### src/hdl/kitt_pkg.sv
// Shared types, codes and defaults for the keyed interval timer table.
package kitt_pkg;

  localparam int SLOT_COUNT_DEF = 24;
  localparam int OWNER_BITS_DEF = 16;

  localparam int TIME_W     = 64;
  localparam int OWNER_W    = 16;
  localparam int IN_DATA_W  = 208;
  localparam int OUT_DATA_W = 152;

  localparam logic [1:0] OP_SET    = 2'd0;
  localparam logic [1:0] OP_GET    = 2'd1;
  localparam logic [1:0] OP_CANCEL = 2'd2;
  localparam logic [1:0] OP_TICK   = 2'd3;

  localparam logic [1:0] STAT_OK        = 2'd0;
  localparam logic [1:0] STAT_NO_SLOT   = 2'd1;
  localparam logic [1:0] STAT_BAD_OWNER = 2'd2;

  localparam logic KIND_REPLY = 1'b0;
  localparam logic KIND_ALARM = 1'b1;

  typedef enum logic [2:0] {
    ST_IDLE,
    ST_SEARCH,
    ST_APPLY,
    ST_REPLY,
    ST_FLUSH
  } state_t;

  // Timing part of one slot record.
  typedef struct packed {
    logic [TIME_W-1:0] period;
    logic [TIME_W-1:0] deadline;
  } slot_time_t;

endpackage

### src/hdl/kitt_cell.sv
// One slot of the timer ring: holds a record and takes its neighbor's record on a shift.
module kitt_cell import kitt_pkg::*; #(
  parameter int KEY_W = OWNER_W
) (
  input  logic             clk,
  input  logic             rst,
  input  logic             shift,
  input  logic [KEY_W-1:0] owner_in,
  input  logic             armed_in,
  input  slot_time_t       time_in,
  output logic [KEY_W-1:0] owner,
  output logic             armed,
  output slot_time_t       slot_time
);

  always_ff @(posedge clk) begin
    if (rst) begin
      owner     <= '0;
      armed     <= 1'b0;
      slot_time <= '0;
    end else if (shift) begin
      owner     <= owner_in;
      armed     <= armed_in;
      slot_time <= time_in;
    end
  end

endmodule

### config.mk
export PLATFORM = sky130hd
export DESIGN_NAME = kitt_cell
export DESIGN_NICKNAME = d
export VERILOG_FILES = /design/src/hdl/kitt_pkg.sv /design/src/hdl/kitt_cell.sv
export SDC_FILE = /design/constraint.sdc
export NUM_CORES = 1
export LEC_CHECK = 0
export BUFFER_PORTS_ARGS = -buffer_cell sky130_fd_sc_hd__buf_2
export CAP_MARGIN = 5
export CORE_AREA = 2 2 114 116
export DETAILED_ROUTE_END_ITERATION = 16
export DIE_AREA = 0 0 116 118
export MAX_ROUTING_LAYER = met4
export PLACE_DENSITY = 0.76
export RECOVER_POWER = 50
export SLEW_MARGIN = 5
export SYNTH_ARGS = -nofsm -noshare
export SYNTH_HDL_FRONTEND = slang
export SYNTH_SLANG_ARGS = --single-unit
### constraint.sdc
create_clock -name clk -period 1.15 [get_ports clk]
set_input_delay 0.1725 -clock clk [delete_from_list [all_inputs] [get_ports clk]]
set_output_delay 0.1725 -clock clk [all_outputs]
set_load 0.01 [all_outputs]
# Word level (Yosys, flattened, before mapping)
# Cells that the tools add are included.
totals:
  regBits: 145
  out_inout_bits: 145

# Depth between registers and ports, before layout
# Gate-level depths: netlist of run 1.
logic_depth:
  depth_word: 0
  ltp_mapped: 5
  mapped_depth_nobuf: 2

# Worst setup path before layout of run 1
# Ideal clock, no wire load.
synth_path:
  path_kind: "in2reg"
  startpoint: "input rst"
  endpoint: "register owner[0]"
  setup_ps: 128
  t_arrival_ps: 851
  slack_ps: 171
  cell_stages: 4
  n_path_buf: 3
  cell_sequence: "buf_2 buf_2 buf_1 nor2_1"
synth_lines:
  columns: ["element", "line", "rtl"]
  rows:
  - ["start: declaration", "kitt_cell.sv:6", "input logic rst,"]
  - ["end signal: assignment", "kitt_cell.sv:22", "owner <= owner_in;"]
  - ["end: declaration", "kitt_cell.sv:11", "output logic [KEY_W-1:0] owner,"]
# No word-level cell between the ends.

# Final worst setup path of run 1
layout_path:
  startpoint: "register slot_time[58] in the netlist's numbering"
  endpoint: "output slot_time[58] in the netlist's numbering"
layout_lines:
  columns: ["element", "line", "rtl"]
  rows:
  - ["start: declaration", "kitt_cell.sv:13", "output slot_time_t slot_time"]
  - ["start signal: assignment", "kitt_cell.sv:24", "slot_time <= time_in;"]
# No word-level cell between the ends.

==> metrics.md, run 1 <==
| Metric | Value |
|---|---|
| Max stage delay on crit path | `0.36 ns` |
| Drt first pass iters | `4` |
| Run status | `completed` |
| CP required | `0.98 ns` |
| Syn nets | `615` |
| Fin. max-slew vios | `0` |
| Ant diodes | `0` |
| Via count | `4980` |
| Post-synthesis mux area share | `28.4%` |
| Die Area | `about 14000 µm²` |
| Nets | `~1000` |
| Ys Warns | `0` |
| Critical path endpoint category | `primary output` |
| Fin Setup TNS | `0 ns` |
| Synthesis-to-layout area growth | `68.4%` |
| Setup Crit Path Kind | `flip-flop to primary output` |
| Detail Placement HPWL | `9660 µm` |
| Routed WL | `16600 µm` |
| Fin cells | `1067` |
| Share of cells above drive strength 1 | `37.2%` |
| Post-Synth Adder-Cell Area | `0%` |
| Slowest CP cell | `dfxtp_1` |
| Mapped Area | `5100 µm²` |
| Largest net degree at the start of global routing | `62` |
| F_max | `0.911 GHz` |
| First-pass GRT wire length | `25700 µm` |
| CTS buffer count | `17` |
| Port Buf Inserts | `a little under 300` |
| CP top delay family | `flip-flops` |
| RePlAce Congestion | `0.793` |
| Slew HR | `68.1%` |
| Final Cycle Share | `a little over nine tenths` |
| Compound-Gate Fraction of Synth Area | `0%` |
| Synth cell types | `8` |
| Clock Skews | `0 ns` |
| CP bufs+invs | `1` |
| Least-Margin Pin Slew | `0.478 ns` |
| RR Startpoint | `slot_time[100]` |
| Setup crit start kind | `flip-flop` |
| Row count | `41` |
| Main combinational cell family by area after synthesis | `multiplexers` |
| Post-DRT Antenna Nets | `0` |
| Aggregate global-route resource usage | `between 20% and 30%` |
| Die X | `about 120 µm` |
| Hold_sp | `time_in[7]` |
| IR drop worst, VDD | `1.03 mV` |
| Avg Cell Area, Syn | `10.9 µm²` |
| Leakage | `4.53 nW` |
| Die H | `118 µm` |
| Initial antenna violation count | `0` |
| H-tree Lvls | `4` |
| Clock Sinks | `145` |
| Starting Density | `roughly two fifths` |
| Fill count | `864` |
| Seq/Total Area, Yosys | `56.9%` |
| Initial DRC Count | `between 200 and 250` |
| Num ports | `293` |
| CTS tree | `built` |
| Synth Instances | `467` |
| Via count of the first global-routing pass | `~5300` |
| Clock Latency Late Sink | `around 0.41 ns` |
| CP Max Fanout | `2` |
| Worst EP arrival | `about 0.93 ns` |
| Final hold vios | `0` |
| Max cap viols | `0` |
| Residual DRC | `0` |
| Pwr per Cell Area | `1530 nW/µm²` |
| Clock transition at the registers of the reported paths | `0.06 ns` |
| CP Launch Point | `slot_time[58]` |
| Total grt overflow | `0` |
| Unrepaired setup endpoints after global routing | `false` |
| # setup viols final | `0` |
| # placed instances | `913` |
| Detail-routed via count per cell | `4.67` |
| #FFs+latches synth | `145` |
| Post-Synth XOR/XNOR Area | `0%` |
| CORE AREA | `12400 µm²` |
| HP Class | `primary input to flip-flop` |
| WL/cell | `15.6 µm` |
| Post-layout min period | `1.10 ns` |
| Clk root buf | `clkbuf_16` |
| Max Root-Sink Buffers | `2` |
| Simple-gate share of the synthesized area | `between 10% and 20%` |
| CP cell instances | `buf_2` |
-- cells by family (layout without fill, tap and decap cells) --
kind of cell / after synthesis / count (layout)
mux: 145 / 145
simple gates: 145 / 145
flops: 145 / 145
buf+inv: 32 / 460
-- layout make-up --
type                    count  area [µm²]  area share, %
multi-input cells         290        2000           23.2
clock buffers              22         474           5.52
repair buffers            429        2850           33.2
flip-flops and latches    145        2900           33.8
clock inverters             9         155           1.80
well taps                 172         215           2.50
-- what timing repair did --
| item | 4_1_cts | 5_1_grt |
|---|---|---|
| endpoints found under the setup margin | 0 | 1 |
| gates resized for setup | 0 | 1 |
| hold buffers | 123 | 0 |
| setup buffers | 0 | 0 |
| endpoints found under the hold margin | 123 | 0 |
-- report_power, final --
group	leakage (nW)	total (mW)	switching (mW)	internal [mW]
clock network	0.306	5.84	2.05	3.79
registers	1.20	5.49	0.157	5.33
logic	3.03	1.83	0.844	0.986
total	4.53	13.2	3.05	10.1
-- metal layers --
| metal | wire length [µm] | vias to the layer above | global-route usage, % |
|---|---|---|---|
| met5 | 0 | - | - |
| met4 | 477 | 0 | 11.1 |
| met3 | 1540 | 48 | 8.91 |
| met2 | 8600 | 234 | 43.7 |
| met1 | 6030 | 2312 | 24.0 |
| li1 | - | 2386 | - |
-- synthesized netlist by cell type, drive strengths merged --
cell / instances / area, µm²
mux2i: 145 / 1450
buf: 23 / 171
dfxtp: 145 / 2900
nor2: 145 / 544
clkbuf: 9 / 33.8
-- stage by stage --
stage               cell area (µm²)  hold slack (ns)  power, mW  worst slack, ns  utilization (%)
CTS                            8610         0.000381       13.2           0.0432             69.4
global route                   8600           0.0187       13.6           0.0166             69.3
finish                         8600           0.0169       13.2           0.0522             69.3
floorplan                      5100            0.320       6.35            0.171                -
detailed placement             6750            0.413       7.02           0.0643             54.4
global placement               6750            0.404       6.99            0.119             54.4
-- worst paths after layout --
| check | to | slack (ns) | cells after the start |
|---|---|---|---|
| max | slot_time[58] | 0.05 | 1 |
| min | slot_time[7] | 0.02 | 3 |
| max reg2reg | slot_time[100] | 0.45 | 2 |
| min reg2reg | slot_time[106] | 0.49 | 2 |
-- cell usage in the layout (no fill, tap or decap) --
| cell | instances |
|---|---|
| clkinv_2 | 2 |
| clkbuf_2 | 2 |
| buf_12 | 4 |
| nor2_1 | 145 |
| clkbuf_8 | 4 |
| clkbuf_4 | 1 |
| clkbuf_16 | 17 |
| mux2i_1 | 145 |
| bufinv_16 | 4 |
| buf_4 | 9 |
| dfxtp_1 | 145 |
| dlygate4sd3_1 | 123 |
| clkinv_4 | 2 |
| clkbuf_1 | 4 |
| clkinvlp_4 | 1 |
| buf_2 | 287 |
-- sequential cells by signal (all words and copies together), names as in the netlist --
name and flops:
armed 1, owner 16, slot_time 128
No activity file was read; power rests on OpenSTA's default activity.
==> run 2: changes to the inputs <==
- SETUP_SLACK_MARGIN: not set -> 0.3
- TNS_END_PERCENT: not set -> 1
==> metrics.md, run 2 (synthesized netlist as in run 1, its figures left out) <==
| Metric | Value |
|---|---|
| Run status | `completed` |
| CP bufs+invs | `1` |
| Initial antenna violation count | `0` |
| Top Layer Used | `met4` |
| Clock Skews | `0 ns` |
| Leakage | `approximately 4.6 nW` |
| Most used cells in the layout excluding fill and tap cells | `243 x buf_2, 145 x mux2i_1, 145 x nor2_1` |
| Residual DRC | `0` |
| Post-DRT Antenna Nets | `0` |
| Reg with most FFs | `slot_time` |
| Die Area | `13700 µm²` |
| M1 WL | `7020 µm` |
| Via count | `roughly 5000` |
| Cells on worst reg2reg path | `3` |
| Setup crit start kind | `flip-flop` |
| Most common cell after layout, fill and taps aside | `buf_2` |
| Routed wl met2 | `9170 µm` |
| WHS Path Cells | `3` |
| Detail-routed via count per cell | `4.77` |
| Setup slack, reg-to-reg | `0.36 ns` |
| Starting Density | `41.1%` |
| Initial DRC Count | `236` |
| Unrepaired setup endpoints after global routing | `true` |
| Synthesis-to-layout area growth | `73.4%` |
| Row count | `41` |
| Aggregate global-route resource usage | `roughly 24%` |
| CP Max Fanout | `2` |
| Fin. max-slew vios | `0` |
| Nets | `1023` |
| Share of cells above drive strength 1 | `between 40% and 50%` |
| Critical path endpoint category | `primary output` |
| Clk root buf | `clkbuf_16` |
| Largest register FFs | `128` |
| WL/cell | `17.1 µm` |
| Die H | `118 µm` |
| F_max | `0.932 GHz` |
| Routed WL | `18100 µm` |
| RePlAce Congestion | `0.757` |
| CTS buffer count | `17` |
| Terminus of the critical flop-to-flop path | `owner[7]` |
| Clock transition at the registers of the reported paths | `~0.060 ns` |
| Final hold vios | `0` |
| Top flop regs | `slot_time x128, owner x16, armed x1` |
| Post-layout min period | `~1.1 ns` |
| CP required | `0.98 ns` |
| Max Root-Sink Buffers | `2` |
| Ant diodes | `0` |
| HP Class | `primary input to flip-flop` |
| Total grt overflow | `0` |
| Max stage delay on crit path | `roughly 0.34 ns` |
| Port Buf Inserts | `292` |
| Met3 WL post-DR | `about 1400 µm` |
| Hold_sp | `time_in[11]` |
| RR Startpoint | `owner[7]` |
| Via count of the first global-routing pass | `5288` |
| Fin Setup TNS | `0 ns` |
| Fill count | `between 800 and 900` |
| First-pass GRT wire length | `about 25000 µm` |
| CP cell instances | `buf_2` |
| Die X | `116 µm` |
| Max cap viols | `0` |
| CP top delay family | `flip-flops` |
| Final Cycle Share | `93.3%` |
| Num ports | `293` |
| CTS tree | `built` |
| CORE AREA | `12400 µm²` |
| Pwr per Cell Area | `1500 nW/µm²` |
| Detail Placement HPWL | `9520 µm` |
| Least-Margin Pin Slew | `approximately 0.46 ns` |
| Clock Latency Late Sink | `0.41 ns` |
| Worst EP arrival | `around 0.9 ns` |
| Hold Path Sink | `slot_time[11]` |
| Slew HR | `a little over two thirds` |
| H-tree Lvls | `4` |
| Setup Crit Path Kind | `flip-flop to primary output` |
| IR drop worst, VDD | `0.911 mV` |
| Largest net degree at the start of global routing | `49` |
| Worst hold margin | `0.00982 ns` |
| Slowest CP cell | `dfxtp_1` |
| # setup viols final | `0` |
| Drt first pass iters | `4` |
| Clock Sinks | `145` |
run 2: cell types whose count changed in the layout (fill, tap and decap cells not counted), sizes merged:
cell	before	now
clkinvlp	1	3
dlygate4sd3	123	110
buf	300	306
clkinv	4	3
bufinv	4	3
run 2: final cells by class:
class / instances / area (µm²) / area share, %
sequential: 145 / 3030 / 34.2
timing repair buffer: 421 / 2980 / 33.7
multi-input combinational: 290 / 2000 / 22.5
clock buffer: 23 / 498 / 5.63
tap: 172 / 215 / 2.43
clock inverter: 9 / 128 / 1.44
run 2: worst max-delay path by stage:
stage / depth (start not counted) / slack, ns / to / start
CTS: 1 / 0.08 / armed / armed
detailed placement: 4 / 0.07 / slot_time[102] / shift
finish: 1 / 0.08 / slot_time[127] / slot_time[127]
global placement: 4 / 0.11 / owner[7] / shift
global route: 1 / 0.03 / slot_time[81] / slot_time[81]
floorplan: 5 / 0.27 / owner[0] / shift
run 2: power by group:
group	internal (mW)	switching (mW)	leakage (nW)
logic	1.05	0.869	3.02
registers	5.37	0.187	1.23
clock network	3.69	2.10	0.301
total	10.1	3.16	4.56
run 2: metal layers:
layer / up-vias / global-route usage [%]
met2: 250 / 41.4
met4: 0 / 11.4
met1: 2396 / 25.8
li1: 2359 / -
met5: - / -
met3: 47 / 6.59
run 2: metrics by stage:
step	total power, mW	area, µm²	worst slack, ns	cells	utilization (%)
after global placement	7.00	6770	0.112	915	54.5
after detailed placement	7.03	6770	0.0690	915	54.5
after CTS	13.1	8610	0.0830	1057	69.4
after floorplan	6.37	5150	0.269	467	-
after global routing	13.7	8850	0.0319	1060	71.3
final	13.3	8850	0.0766	1060	71.3
run 2: repair_timing:
item | 4_1_cts | 5_1_grt
setup endpoints to repair | 145 | 145
gates resized for setup | 69 | 97
hold buffers | 110 | 0
endpoints found under the hold margin | 110 | 0
buffers inserted | 0 | 3
==> run 3: changes to the inputs <==
- HOLD_SLACK_MARGIN: not set -> 0.05
==> metrics.md, run 3 (synthesized netlist as in run 1, its figures left out) <==
| Metric | Value |
|---|---|
| Run status | `completed` |
| Nets | `1056` |
| Final Cycle Share | `94.7%` |
| Post-DRT Antenna Nets | `0` |
| Worst EP arrival | `0.92 ns` |
| Largest net degree at the start of global routing | `49` |
| Worst hold margin | `0.122 ns` |
| CP cell instances | `buf_6` |
| WHS Path Cells | `2` |
| Aggregate global-route resource usage | `25.4%` |
| Reg with most FFs | `slot_time` |
| CP bufs+invs | `1` |
| CP Max Fanout | `2` |
| Most used cells in the layout excluding fill and tap cells | `244 x buf_2, 145 x mux2i_1, 145 x nor2_1, 145 x dlygate4sd3_1, 117 x dfxtp_2` |
| Initial antenna violation count | `1` |
| Slew HR | `a little over four fifths` |
| Fill count | `between 700 and 800` |
| Max cap viols | `0` |
| Fin Setup TNS | `0 ns` |
| Drt first pass iters | `4` |
| Port Buf Inserts | `292` |
| CTS buffer count | `17` |
| Synthesis-to-layout area growth | `79.6%` |
| Starting Density | `41.1%` |
| RePlAce Congestion | `around 0.76` |
| Largest register FFs | `between 100 and 150` |
| Final hold vios | `0` |
| Cells on worst reg2reg path | `3` |
| Hold Path Sink | `slot_time[103]` |
| Post-layout min period | `1.09 ns` |
| CP Launch Point | `owner[9]` |
| Via count of the first global-routing pass | `5486` |
| # setup viols final | `0` |
| Fin cells | `1094` |
| Max Root-Sink Buffers | `2` |
| Detail Placement HPWL | `9520 µm` |
| Detail-routed via count per cell | `~4.7` |
| Clock Latency Late Sink | `0.40 ns` |
| Fin. max-slew vios | `0` |
| CORE AREA | `12400 µm²` |
| Clock Sinks | `around 150` |
| Row count | `41` |
| Max stage delay on crit path | `0.38 ns` |
| F_max | `roughly 0.92 GHz` |
| Clock Skews | `0 ns` |
| Placed Area | `6770 µm²` |
| Share of cells above drive strength 1 | `about half` |
| Residual DRC | `0` |
| CP top delay family | `flip-flops` |
| Setup slack, reg-to-reg | `0.35 ns` |
| CP required | `0.98 ns` |
| Critical path endpoint category | `primary output` |
| Via count | `5177` |
| CTS tree | `built` |
| Least-Margin Pin Slew | `0.228 ns` |
| Post-Place Setup Slack | `~0.069 ns` |
| WL/cell | `17.0 µm` |
| H-tree Lvls | `4` |
| Initial DRC Count | `between 200 and 300` |
| Most common cell after layout, fill and taps aside | `buf_2` |
| Total grt overflow | `0` |
| Routed WL | `18600 µm` |
| Clock transition at the registers of the reported paths | `roughly 0.06 ns` |
| # placed instances | `approximately 920` |
| Hold_sp | `rst` |
| Die H | `118 µm` |
| Die X | `roughly 120 µm` |
| Setup crit start kind | `flip-flop` |
| Slowest CP cell | `dfxtp_1` |
| Leakage | `4.68 nW` |
| Top flop regs | `slot_time x128, owner x16, armed x1` |
| Die Area | `between 10000 and 15000 µm²` |
| Worst setup margin | `~0.06 ns` |
| First-pass GRT wire length | `26500 µm` |
| HP Class | `primary input to flip-flop` |
| Pwr per Cell Area | `between 1000 and 1500 nW/µm²` |
| Non-Filler Cell Area, Final | `between 9000 and 10000 µm²` |
| Unrepaired setup endpoints after global routing | `true` |
| Setup Crit Path Kind | `flip-flop to primary output` |
| Clk root buf | `clkbuf_16` |
| Terminus of the critical flop-to-flop path | `slot_time[69]` |
| RR Startpoint | `slot_time[69]` |
| Num ports | `293` |
| IR drop worst, VDD | `1.01 mV` |
run 3: changes by cell type in the layout (fill, tap and decap cells not counted), moves of 2 or more:
| cell | change |
|---|---|
| dfxtp_1 | -16 |
| buf_1 | -2 |
| dfxtp_2 | +15 |
| buf_4 | -2 |
| buf_6 | -8 |
| clkbuf_1 | +8 |
| dlygate4sd3_1 | +35 |
run 3: repair_timing:
item / in CTS / in global routing
hold buffers: 145 / 0
resized for setup: 69 / 87
endpoints found under the setup margin: 145 / 145
endpoints found under the hold margin: 145 / 0
setup buffers: 0 / 1
run 3: cell type report:
cell class	instances	area [µm²]	area share, %
clock buffers	23	498	5.43
flip-flops and latches	145	3050	33.3
diodes	1	2.50	0.0273
clock inverters	9	128	1.39
repair buffers	454	3270	35.7
multi-input cells	290	2000	21.8
well taps	172	215	2.35
run 3: how the worst max path moves through the flow:
stage / end / slack, ns / cells past startpoint
2_1_floorplan: owner[0] / 0.27 / 5
3_3_place_gp: owner[7] / 0.11 / 4
3_5_place_dp: slot_time[102] / 0.07 / 4
4_1_cts: armed / 0.08 / 1
5_1_grt: owner[9] / 0.02 / 1
6_report: owner[9] / 0.06 / 1
run 3: worst register-to-register path, delay by kind of cell, from the launching register on:
kind | cells | cell delay, ns
buf+inv | 1 | 0.13
flops | 1 | 0.32
mux | 1 | 0.18
simple gates | 1 | 0.06
run 3: per-stage QoR:
step / utilization (%) / power, mW
final: 73.8 / 13.3
after global routing: 73.8 / 13.8
after CTS: 72.2 / 13.2
after detailed placement: 54.5 / 7.03
after global placement: 54.5 / 7.00
after floorplan: - / 6.37
run 3: power breakdown:
group	switching, mW	internal, mW	total (mW)	leakage (nW)
Combinational	0.893	1.11	2.00	3.14
Clock	2.09	3.69	5.79	0.301
Sequential	0.185	5.38	5.56	1.24
run 3: per-layer routing:
metal	GRT usage [%]	share of wire, %	vias to the layer above
met5	-	0	-
met2	43.8	51	265
met1	25.8	38	2433
li1	-	-	2421
met3	7.16	8.0	58
met4	13.4	3.8	0
